`src/sv/ppc_pkg.sv`:
```
package ppc_pkg;

	localparam int unsigned MAX_VERTICES_DEF = 16;

	localparam int COORD_W = 32;
	localparam int DIST_W  = 34;
	localparam int ACC_W   = 50;
	localparam int TOL_W   = 31;
	localparam int CNT_W   = 5;
	localparam int STAT_W  = 3;
	localparam int QUO_W   = 64;
	localparam int DEN_W   = 34;
	localparam int FRAC_SH = 30;

	localparam logic signed [ACC_W-1:0] DIST_MAX_A = 50'sd8589934591;
	localparam logic signed [ACC_W-1:0] DIST_MIN_A = -50'sd8589934592;

	// configuration register indexes
	localparam logic [2:0] REG_NORMAL_X  = 3'd0;
	localparam logic [2:0] REG_NORMAL_Y  = 3'd1;
	localparam logic [2:0] REG_NORMAL_Z  = 3'd2;
	localparam logic [2:0] REG_OFFSET    = 3'd3;
	localparam logic [2:0] REG_TOLERANCE = 3'd4;

	// polygon status codes
	localparam logic [STAT_W-1:0] ST_OK          = 3'd0;
	localparam logic [STAT_W-1:0] ST_FEW_INPUTS  = 3'd1;
	localparam logic [STAT_W-1:0] ST_FEW_OUTPUTS = 3'd2;
	localparam logic [STAT_W-1:0] ST_CAPACITY    = 3'd3;
	localparam logic [STAT_W-1:0] ST_ISECT       = 3'd4;

	localparam logic [1:0] AX_X = 2'd0;
	localparam logic [1:0] AX_Y = 2'd1;
	localparam logic [1:0] AX_Z = 2'd2;

	typedef struct packed {
		logic signed [COORD_W-1:0] coord_x;
		logic signed [COORD_W-1:0] coord_y;
		logic signed [COORD_W-1:0] coord_z;
		logic                      last_vertex;
	} vtx_t;

	typedef struct packed {
		logic signed [COORD_W-1:0] out_x;
		logic signed [COORD_W-1:0] out_y;
		logic signed [COORD_W-1:0] out_z;
		logic                      vertex_valid;
		logic                      end_of_polygon;
		logic [STAT_W-1:0]         clip_status;
		logic [CNT_W-1:0]          emitted_count;
	} res_t;

	typedef struct packed {
		logic       load;
		logic       mul_dist;
		logic       acc;
		logic       dist_load;
		logic       advance;
		logic       edge_sel;
		logic [1:0] axis;
		logic       div_start;
		logic       lmul_hi;
		logic       lacc;
		logic       store_axis;
		logic       push_a;
		logic       push_i;
		logic       err_cap;
		logic       err_isect;
		logic       flush;
		logic       final_out;
	} ctl_cmd_t;

	typedef struct packed {
		logic first_input;
		logic last;
		logic sticky_nz;
		logic ain;
		logic bin;
		logic denom_zero;
		logic tally_full;
		logic lerp_ovf;
		logic push_ok;
		logic out_free;
		logic hold_valid;
		logic div_done;
	} ctl_sts_t;

endpackage

```
`src/sv/ppc_ctrl.sv`:
```
module ppc_ctrl (
	input  logic              clk,
	input  logic              arst_n,
	input  logic              vtx_valid,
	output logic              vtx_stall,
	input  ppc_pkg::ctl_sts_t sts,
	output ppc_pkg::ctl_cmd_t cmd
);
	import ppc_pkg::*;

	typedef enum logic [15:0] {
		S_IDLE  = 16'h0001,
		S_MUL   = 16'h0002,
		S_ACC   = 16'h0004,
		S_DIST  = 16'h0008,
		S_STEP  = 16'h0010,
		S_EDGE  = 16'h0020,
		S_PUSHA = 16'h0040,
		S_DIV   = 16'h0080,
		S_LMLO  = 16'h0100,
		S_LMHI  = 16'h0200,
		S_LACC  = 16'h0400,
		S_LFIN  = 16'h0800,
		S_ICAP  = 16'h1000,
		S_PUSHI = 16'h2000,
		S_EDONE = 16'h4000,
		S_FLUSH = 16'h8000
	} state_t;

	state_t     state_q, state_d;
	logic [1:0] axis_q, axis_d;
	logic       edge_q, edge_d;
	logic       crossing;

	assign crossing = (sts.ain != sts.bin) && !sts.denom_zero;

	always_comb begin
		cmd          = '0;
		cmd.axis     = axis_q;
		cmd.edge_sel = edge_q;
		state_d      = state_q;
		axis_d       = axis_q;
		edge_d       = edge_q;
		case (state_q)
			S_IDLE: if (vtx_valid) begin
				cmd.load = 1'b1;
				axis_d   = AX_X;
				state_d  = S_MUL;
			end
			S_MUL: begin
				cmd.mul_dist = 1'b1;
				state_d      = S_ACC;
			end
			S_ACC: begin
				cmd.acc = 1'b1;
				if (axis_q == AX_Z) begin
					state_d = S_DIST;
				end else begin
					axis_d  = axis_q + 2'd1;
					state_d = S_MUL;
				end
			end
			S_DIST: begin
				cmd.dist_load = 1'b1;
				edge_d        = 1'b0;
				state_d       = sts.first_input ? S_STEP : S_EDGE;
			end
			S_EDGE: begin
				if (sts.sticky_nz) begin
					state_d = S_EDONE;
				end else if (sts.ain) begin
					if (sts.tally_full) begin
						cmd.err_cap = 1'b1;
						state_d     = S_EDONE;
					end else begin
						state_d = S_PUSHA;
					end
				end else if (crossing) begin
					cmd.div_start = 1'b1;
					state_d       = S_DIV;
				end else begin
					state_d = S_EDONE;
				end
			end
			S_PUSHA: if (sts.push_ok) begin
				cmd.push_a = 1'b1;
				if (crossing) begin
					cmd.div_start = 1'b1;
					state_d       = S_DIV;
				end else begin
					state_d = S_EDONE;
				end
			end
			S_DIV: if (sts.div_done) begin
				axis_d  = AX_X;
				state_d = S_LMLO;
			end
			S_LMLO: begin
				state_d = S_LMHI;
			end
			S_LMHI: begin
				cmd.lmul_hi = 1'b1;
				state_d     = S_LACC;
			end
			S_LACC: begin
				cmd.lacc = 1'b1;
				state_d  = S_LFIN;
			end
			S_LFIN: begin
				if (sts.lerp_ovf) begin
					cmd.err_isect = 1'b1;
					state_d       = S_EDONE;
				end else begin
					cmd.store_axis = 1'b1;
					if (axis_q == AX_Z) begin
						state_d = S_ICAP;
					end else begin
						axis_d  = axis_q + 2'd1;
						state_d = S_LMLO;
					end
				end
			end
			S_ICAP: begin
				if (sts.tally_full) begin
					cmd.err_cap = 1'b1;
					state_d     = S_EDONE;
				end else begin
					state_d = S_PUSHI;
				end
			end
			S_PUSHI: if (sts.push_ok) begin
				cmd.push_i = 1'b1;
				state_d    = S_EDONE;
			end
			S_EDONE: state_d = edge_q ? S_FLUSH : S_STEP;
			S_STEP: begin
				cmd.advance = 1'b1;
				if (sts.last) begin
					edge_d  = 1'b1;
					state_d = S_EDGE;
				end else begin
					state_d = S_FLUSH;
				end
			end
			S_FLUSH: begin
				if (sts.last) begin
					if (sts.out_free) begin
						cmd.final_out = 1'b1;
						state_d       = S_IDLE;
					end
				end else if (!sts.hold_valid) begin
					state_d = S_IDLE;
				end else if (sts.out_free) begin
					cmd.flush = 1'b1;
					state_d   = S_IDLE;
				end
			end
			default: state_d = S_IDLE;
		endcase
	end

	always_ff @(posedge clk or negedge arst_n) begin
		if (!arst_n) begin
			state_q <= S_IDLE;
			axis_q  <= AX_X;
			edge_q  <= 1'b0;
		end else begin
			state_q <= state_d;
			axis_q  <= axis_d;
			edge_q  <= edge_d;
		end
	end

	assign vtx_stall = state_q != S_IDLE;
endmodule
```
`config.mk`:
```
export PLATFORM = sky130hd
export DESIGN_NAME = ppc_ctrl
export DESIGN_NICKNAME = d
export VERILOG_FILES = /design/src/sv/ppc_pkg.sv /design/src/sv/ppc_ctrl.sv
export SDC_FILE = /design/constraint.sdc
export NUM_CORES = 1
export LEC_CHECK = 0
export ABC_CLOCK_PERIOD_IN_PS = 2900
export BUFFER_PORTS_ARGS = -buffer_cell sky130_fd_sc_hd__buf_2
export CORE_MARGIN = 3
export CORE_UTILIZATION = 40
export CTS_BUF_LIST = sky130_fd_sc_hd__clkbuf_4 sky130_fd_sc_hd__clkbuf_8 sky130_fd_sc_hd__clkbuf_16
export DETAILED_ROUTE_END_ITERATION = 6
export PLACE_DENSITY = 0.69
export RECOVER_POWER = 100
export SLEW_MARGIN = 10
export SYNTH_ARGS = -nofsm -noshare
export SYNTH_HDL_FRONTEND = slang
export SYNTH_SLANG_ARGS = --single-unit
```
`constraint.sdc`:
```
create_clock -name clk -period 2.9 [get_ports clk]
set_input_delay 0.145 -clock clk [delete_from_list [all_inputs] [get_ports clk]]
set_output_delay 0.145 -clock clk [all_outputs]
set_load 0.005 [all_outputs]
```
### Word-level counts from Yosys, hierarchy flattened

Index checks and enable logic that the tools add are counted.

| cells by class | value |
|---|---|
| add/subtract/negate cells | 1 |
| multipliers | 0 |
| divide/modulo/power cells | 0 |
| $lt $le $gt $ge | 0 |
| eq/ne operators | 25 |
| shift-type cells | 0 |
| mux-type cells | 55 |
| bitwise gates (word level) | 0 |
| reductions and logical operators | 7 |

Operators by type and width:

| kind | count |
|---|---|
| $pmux 16 s16 | 1 |
| $mux 16 | 12 |
| $mux 15 | 3 |
| $mux 1 | 27 |
| $eq 16x1->1 const B | 1 |
| $eq 16x10->1 const B | 1 |
| $eq 16x11->1 const B | 1 |
| $eq 16x12->1 const B | 1 |
| $eq 16x13->1 const B | 1 |
| $eq 16x14->1 const B | 1 |
| $eq 16x15->1 const B | 1 |
| $eq 16x16->1 const B | 1 |
| $eq 16x2->1 const B | 1 |
| $eq 16x3->1 const B | 1 |
| $eq 16x4->1 const B | 1 |
| $eq 16x5->1 const B | 1 |
| $eq 16x6->1 const B | 1 |
| $eq 16x7->1 const B | 1 |
| $eq 16x8->1 const B | 1 |
| $eq 16x9->1 const B | 1 |
| $ne 16x1->1 const B | 1 |
| $mux 13 | 1 |
| $ne 2x2->1 const B | 6 |
| $mux 2 | 5 |
| other kinds (13) | 16 |

| word-level totals | value |
|---|---|
| flip-flop bits (word level) | 19 |
| latch bits | 0 |
| memory bits (writable) | 0 |
| ROM bits | 0 |
| input bits | 15 |
| output and inout bits | 19 |
| logic and storage cells | 91 |
| memories | 0 |

### Longest topological paths before layout

Gate-level depths: netlist of the first run.

| depth | value |
|---|---|
| word-level depth | 6 |
| mapped depth | 8 |
| mapped depth without buffers | 6 |

### Least setup slack after synthesis of the first run

No wires, ideal clock.

| timing | value |
|---|---|
| kind | register to register |
| start | register state_q[8] |
| end | register axis_q[1] |
| arrival | 2.035 ns |
| slack | 0.740 ns |
| cell stages (with the launch flop) | 9 |
| path buffers | 2 |
| cells stage by stage | dfrtp_1 -> buf_6 -> or4_4 -> buf_6 -> o22ai_2 -> nand3_2 -> o21ai_2 -> o311ai_2 -> mux2_4 |

| between the ends | value |
|---|---|
| longest elaborated chain between the ends | 3 |
| elaborated cells on any way between the ends | 10 |
| those cells by class | 7 x eq/ne; 1 x mux; 2 x reduce/logical |

RTL lines:

| what | RTL line | source |
|---|---|---|
| start: declaration | ppc_ctrl.sv:30 | `state_t state_q, state_d;` |
| start signal: assignment | ppc_ctrl.sv:168 | `state_q <= state_d;` |
| $eq 16x12->1, or another cell as far along | ppc_ctrl.sv:44 | `case (state_q)` |
| $reduce_bool 4->1 (no line) or $ne 2x2->1 (tied branches) | - |  |
| $reduce_and 4->1 (no line) | - |  |
| end signal: assignment | ppc_ctrl.sv:169 | `axis_q <= axis_d;` |
| end: declaration | ppc_ctrl.sv:31 | `logic [1:0] axis_q, axis_d;` |

Parallel ways exist; a longest one is shown, timed or not.
A chain may end at the register's enable or synchronous reset.

==> results of run 1 <==
report_power, final:
part	leakage [nW]	internal [mW]	switching (mW)
sequential	0.256	0.289	0.0279
combinational	0.491	0.152	0.226
clock	0.0184	0.0630	0.0848
total	0.765	0.504	0.339
cells in the mapped netlist, types with 3 or more instances:
cell type	number	area, um2
sky130_fd_sc_hd__nor2_1	19	71.3
sky130_fd_sc_hd__dfrtp_1	18	450
sky130_fd_sc_hd__inv_1	11	41.3
sky130_fd_sc_hd__nand2_1	10	37.5
sky130_fd_sc_hd__nor3_1	8	40.0
sky130_fd_sc_hd__nor4_1	8	50.1
sky130_fd_sc_hd__nor4b_1	6	52.6
sky130_fd_sc_hd__o21ai_0	6	30.0
sky130_fd_sc_hd__and3_1	5	31.3
sky130_fd_sc_hd__o21ai_1	5	25.0
sky130_fd_sc_hd__a21oi_1	4	20.0
sky130_fd_sc_hd__a22oi_1	4	30.0
sky130_fd_sc_hd__clkbuf_1	4	15.0
sky130_fd_sc_hd__or4_1	4	30.0
sky130_fd_sc_hd__nand2b_1	3	18.8
sky130_fd_sc_hd__nand3_1	3	15.0
sky130_fd_sc_hd__nand4_1	3	18.8
sky130_fd_sc_hd__nor3b_1	3	22.5
sky130_fd_sc_hd__or4b_2	3	30.0
state kept, by name (all words and copies together) (netlist names):
register and count:
axis_q 2, edge_q 1, state_q 16
logic make-up after synthesis:
logic type / after synthesis / share of synthesized area [%]
xor+xnor: 4 / 2.40
fa+ha+maj: 1 / 0.856
buf+inv: 21 / 7.11
compound gates: 32 / 15.3
simple gates: 92 / 39.6
mux: 2 / 2.05
flops: 19 / 32.6
layer usage:
metal  up-vias  global-route usage, %  wire [um]
met1       667                   27.3       1810
met3         2                   4.08        235
met4         0                   4.31         27
met5         -                      0          0
li1        705                      -          -
met2        43                   30.0       1750
stage by stage:
stage | area [um2] | worst slack [ps] | std cells | util (%) | hold WS [ps]
floorplan | 1460 | 740 | 171 | - | -151
global placement | 1640 | 642 | 242 | 47.9 | 117
detailed placement | 1640 | 650 | 242 | 47.9 | 120
CTS | 1680 | 300 | 247 | 49.1 | 8.99
global route | 1660 | 32.1 | 248 | 48.5 | 5.66
finish | 1660 | 244 | 248 | 48.5 | 20.6
worst max path at each step:
stage,end,slack [ps],startpoint,cells after the start
finish,cmd[9],240,state_q[8],7
global route,cmd[8],30,state_q[1],5
detailed placement,axis_q[1],650,state_q[8],6
floorplan,axis_q[1],740,state_q[8],8
global placement,cmd[8],640,state_q[5],5
CTS,cmd[8],300,state_q[1],5
worst max-delay path, cell delays in order (launching register included):
cell and delay (ps):
sky130_fd_sc_hd__dfrtp_1 510, sky130_fd_sc_hd__or4_1 740, sky130_fd_sc_hd__nor3_2 380, sky130_fd_sc_hd__o21ai_0 140, sky130_fd_sc_hd__nor3_1 160, sky130_fd_sc_hd__a31oi_1 90, sky130_fd_sc_hd__nor2_1 90, sky130_fd_sc_hd__buf_2 110
area by class of cell:
type                       count  area [um2]
clock buffer                   4        30.0
fill                         351        1760
multi-input combinational    131         866
timing repair buffer          37         184
tap                           46        57.6
inverter                      11        41.3
sequential                    19         477
what timing repair did:
action / CTS / global route
resized for setup: 0 / 0
hold buffers: 1 / 1
endpoints found under the hold margin: 18 / 1
==> flow_summary.yaml, run 1 <==
outcome:
  outcome: "finished clean"
worst_setup_path:
  cp_class: "register to output pin"
  crit_path_start_kind: "register"
  timing.critical_path.arrival_ps: 2510
  cp-end-kind: "output pin"
  r2r.worst_path.cells: 6
  setup_slack_of_the_worst_register_to_register_path_ps: 440
  crit_path_max_fanout: 10
  worstReg2RegEnd: "axis_q[0]"
  critical_path_required_ps: 2760
  regToRegStartpoint: "state_q[8]"
sta:
  count_of_endpoints_failing_setup_in_the_final_report: 0
  tightest_slew_ps: 1050
  slew_violations: 0
  setup-tns-final_ps: 0
  final_period_minus_worst_setup_slack_ps: 2660
  clock.fmax_mhz: 377
  unrepaired_setup_endpoints_after_global_routing: "no"
  finalHoldViolations: 0
  timing.clock.skew_ps: 2.22
  timing.slew.headroom_pct: 30.2
  post-route-period-util_pct: 91.6
floorplan:
  floorplan.die_area_um2: 4410
  dieWidth_um: 66.4
  fp.dieH_um: 66.4
  design.core.area_um2: 3420
  initial_core_util_pct: 42.8
  floorplan.io_pins: 34
  placementRows: 21
synthesis:
  synthCells: 171
  synth.cell_area_um2: 1460
  asyncSetResetFlopFracSynth_pct: 100
  synthesis.nets: 187
  yosysUniqueCellTypes: 51
  syn_area_per_cell_um2: 8.55
  sequential_element_share_of_the_synthesized_area_pct: 32.6
  yosys_register_bits: 19
  ys_dominant_reg_cell: "sky130_fd_sc_hd__dfrtp_1"
  synth_edf_count: 0
  yosys_warnings: 0
finish:
  mostFrequentLayoutCell: "sky130_fd_sc_hd__buf_2"
  layout.cells.most_common_list: "21 x sky130_fd_sc_hd__buf_2, 19 x sky130_fd_sc_hd__nor2_1, 18 x sky130_fd_sc_hd__dfrtp_1"
  layout-area-overhead-vs-synth_pct: 13.3
  nets: 219
  drive_gt1_share_pct: 19.8
  insertedDiodeCount: 0
drt:
  avgViaCountPerCell: 5.71
  detail-route-antenna-nets: 0
  drt_iter0_markers: 109
  vias: 1417
  drt_pass_1_iters: 5
  routed_wire_length_per_instance_um: 15.4
  route.final.wire_length_mm: 3.82
  post-route-drc-count: 0
pwr:
  power_leakage_nw: 0.765
  total_power_uw: 842
  power.density_cell_area_nw_per_um2: 509
  ir_drop_mv: 0.253
cts:
  insertion_delay_ps: 300
  cts_num_sinks: 19
  tritoncts: "done"
  clock_tree.buffer_depth: 2
  cts-root-buf: "sky130_fd_sc_hd__clkbuf_4"
  clk_pin_slew_worst_paths_ps: 110
  cts_post_setup_buffers_inserted: 0
  cts_inserted_buffers: 3
  h-tree-depth: 1
grt:
  pin_count_of_the_biggest_net_entering_global_routing: 20
  gr-total-overflow: 0
  grt_antenna_before_repair: 0
  grt_use_total_pct: 19.3
  grt_first_pass_wirelength_mm: 6.47
  vias_in_the_first_global_route: 1295
min_path:
  hold_path_class: "primary input to register"
  whs_endpoint: "state_q[12]"
  holdCritStartpoint: "sts[4]"
  number_of_instances_on_the_worst_hold_path: 2
placement:
  io_buffers: 33
  estimated_wirelength_of_the_detail_placed_design_mm: 3.01
  globalplace.congestion: 0.922
job:
  reported_max_cap_violation_count: 0
(Power assumes the default switching activity.)
==> run 2: changes to the inputs <==
--- a/config.mk
+++ b/config.mk
@@ -11,7 +11,7 @@
 export CORE_UTILIZATION = 40
 export CTS_BUF_LIST = sky130_fd_sc_hd__clkbuf_4 sky130_fd_sc_hd__clkbuf_8 sky130_fd_sc_hd__clkbuf_16
 export DETAILED_ROUTE_END_ITERATION = 6
-export PLACE_DENSITY = 0.69
+export PLACE_DENSITY = 0.59
 export RECOVER_POWER = 100
 export SLEW_MARGIN = 10
 export SYNTH_ARGS = -nofsm -noshare
==> flow_summary.yaml, run 2 (synthesis results as in run 1) <==
floorplan:
  floorplan.die_area_um2: 4410
  design.core.area_um2: 3420
  placementRows: 21
  floorplan.io_pins: 34
  initial_core_util_pct: 42.8
  fp.dieH_um: 66.4
  dieWidth_um: 66.4
sta:
  slew_violations: 0
  count_of_endpoints_failing_setup_in_the_final_report: 0
  setup-tns-final_ps: 0
  final_period_minus_worst_setup_slack_ps: 2670
  timing.slew.headroom_pct: 28.5
  postLayoutSetupSlackWorst_ps: 229
  tightest_slew_ps: 1070
  post-route-period-util_pct: 92.1
  finalHoldViolations: 0
  unrepaired_setup_endpoints_after_global_routing: "no"
  clock.fmax_mhz: 374
  timing.clock.skew_ps: 2.17
grt:
  vias_in_the_first_global_route: 1341
  grt_use_total_pct: 20.1
  grt_antenna_before_repair: 0
  gr-total-overflow: 0
  grt_first_pass_wirelength_mm: 6.71
  pin_count_of_the_biggest_net_entering_global_routing: 20
worst_setup_path:
  setup_slack_of_the_worst_register_to_register_path_ps: 440
  cp-end-kind: "output pin"
  critical_path.startpoint: "state_q[8]"
  timing.critical_path.arrival_ps: 2530
  crit_path_start_kind: "register"
  regToRegStartpoint: "state_q[14]"
  critical_path_required_ps: 2760
  r2r.worst_path.cells: 4
  crit_path_max_fanout: 10
  cp_class: "register to output pin"
finish:
  max_reg_flops: 16
  drive_gt1_share_pct: 20.5
  insertedDiodeCount: 0
  nets: 217
  stdcell_area_um2: 1650
  mostFrequentLayoutCell: "sky130_fd_sc_hd__buf_2"
  layout-area-overhead-vs-synth_pct: 13.0
  fillers: 362
  top_register: "state_q"
  layout_top_registers: "state_q x16, axis_q x2, edge_q x1"
  layout.cells.most_common_list: "22 x sky130_fd_sc_hd__buf_2, 19 x sky130_fd_sc_hd__nor2_1, 18 x sky130_fd_sc_hd__dfrtp_1"
  instances_no_fill: 246
drt:
  vias: 1429
  route.final.wire_length_mm: 4.08
  routed_wire_length_per_instance_um: 16.6
  drt_iter0_markers: 46
  avgViaCountPerCell: 5.81
  detail-route-antenna-nets: 0
  drt_pass_1_iters: 4
  post-route-drc-count: 0
pwr:
  total_power_uw: 822
  ir_drop_mv: 0.341
  power_leakage_nw: 0.770
  power.density_cell_area_nw_per_um2: 498
min_path:
  number_of_instances_on_the_worst_hold_path: 2
  holdCritStartpoint: "sts[4]"
  hold_path_class: "primary input to register"
cts:
  clock_tree.buffer_depth: 2
  cts-root-buf: "sky130_fd_sc_hd__clkbuf_4"
  cts_inserted_buffers: 3
  cts_num_sinks: 19
  tritoncts: "done"
  clk_pin_slew_worst_paths_ps: 120
  insertion_delay_ps: 310
  cts_post_setup_buffers_inserted: 0
  h-tree-depth: 1
placement:
  numPlacedInstances: 241
  io_buffers: 33
  place_worst_setup_slack_ps: 513
  estimated_wirelength_of_the_detail_placed_design_mm: 3.22
  globalplace.congestion: 0.864
  place_area_um2: 1630
job:
  reported_max_cap_violation_count: 0
outcome:
  outcome: "finished clean"
==> run 2: worst paths after layout <==
kind / endpoint
hold / removal: state_q[12]
setup reg to reg: axis_q[1]
max in group asynchronous: state_q[4]
hold reg to reg: state_q[4]
min in group asynchronous: state_q[12]
setup / recovery: cmd[9]
==> run 2: routing by layer <==
layer	GRT usage, %	vias up	part of all wire (%)
met1	26.4	687	46
met2	32.6	39	45
met5	0	-	0
met4	7.36	0	2.4
li1	-	695	-
met3	3.74	8	5.7
==> run 2: area by class of cell <==
class,instances,area (um2),share of cell area [%]
Clock buffer,3,22.5,1.36
Timing Repair Buffer,35,170,10.3
Tap cell,46,57.6,3.48
Clock inverter,1,5.00,0.303
Sequential cell,19,477,28.9
Inverter,11,41.3,2.50
Multi-Input combinational cell,131,878,53.2
==> run 2: per-stage QoR <==
stage	util, %	hold slack (ps)
after floorplan	-	-151
after global placement	47.7	115
after detailed placement	47.7	123
after CTS	48.8	4.92
after global routing	48.4	2.26
final	48.4	7.33
==> run 2: timing repair <==
item                                   in CTS  in global routing
endpoints found under the hold margin      18                  0
resized for setup                           0                  1
hold buffers                                1                  0
setup endpoints to repair                   0                  1
==> run 2: critical path, cell delays in order (launching register included) <==
cell                      delay (ps)
sky130_fd_sc_hd__dfrtp_1         510
sky130_fd_sc_hd__or4_1           740
sky130_fd_sc_hd__nor3_2          360
sky130_fd_sc_hd__o21ai_1         110
sky130_fd_sc_hd__nor3_1          200
sky130_fd_sc_hd__a31oi_1          90
sky130_fd_sc_hd__nor2_1           90
sky130_fd_sc_hd__buf_2           110
==> run 2: where the power goes <==
group          total (mW)  switching, mW  internal [mW]
Sequential          0.319         0.0303          0.289
Combinational       0.361          0.219          0.142
Clock               0.142         0.0909         0.0516
Total               0.822          0.340          0.482
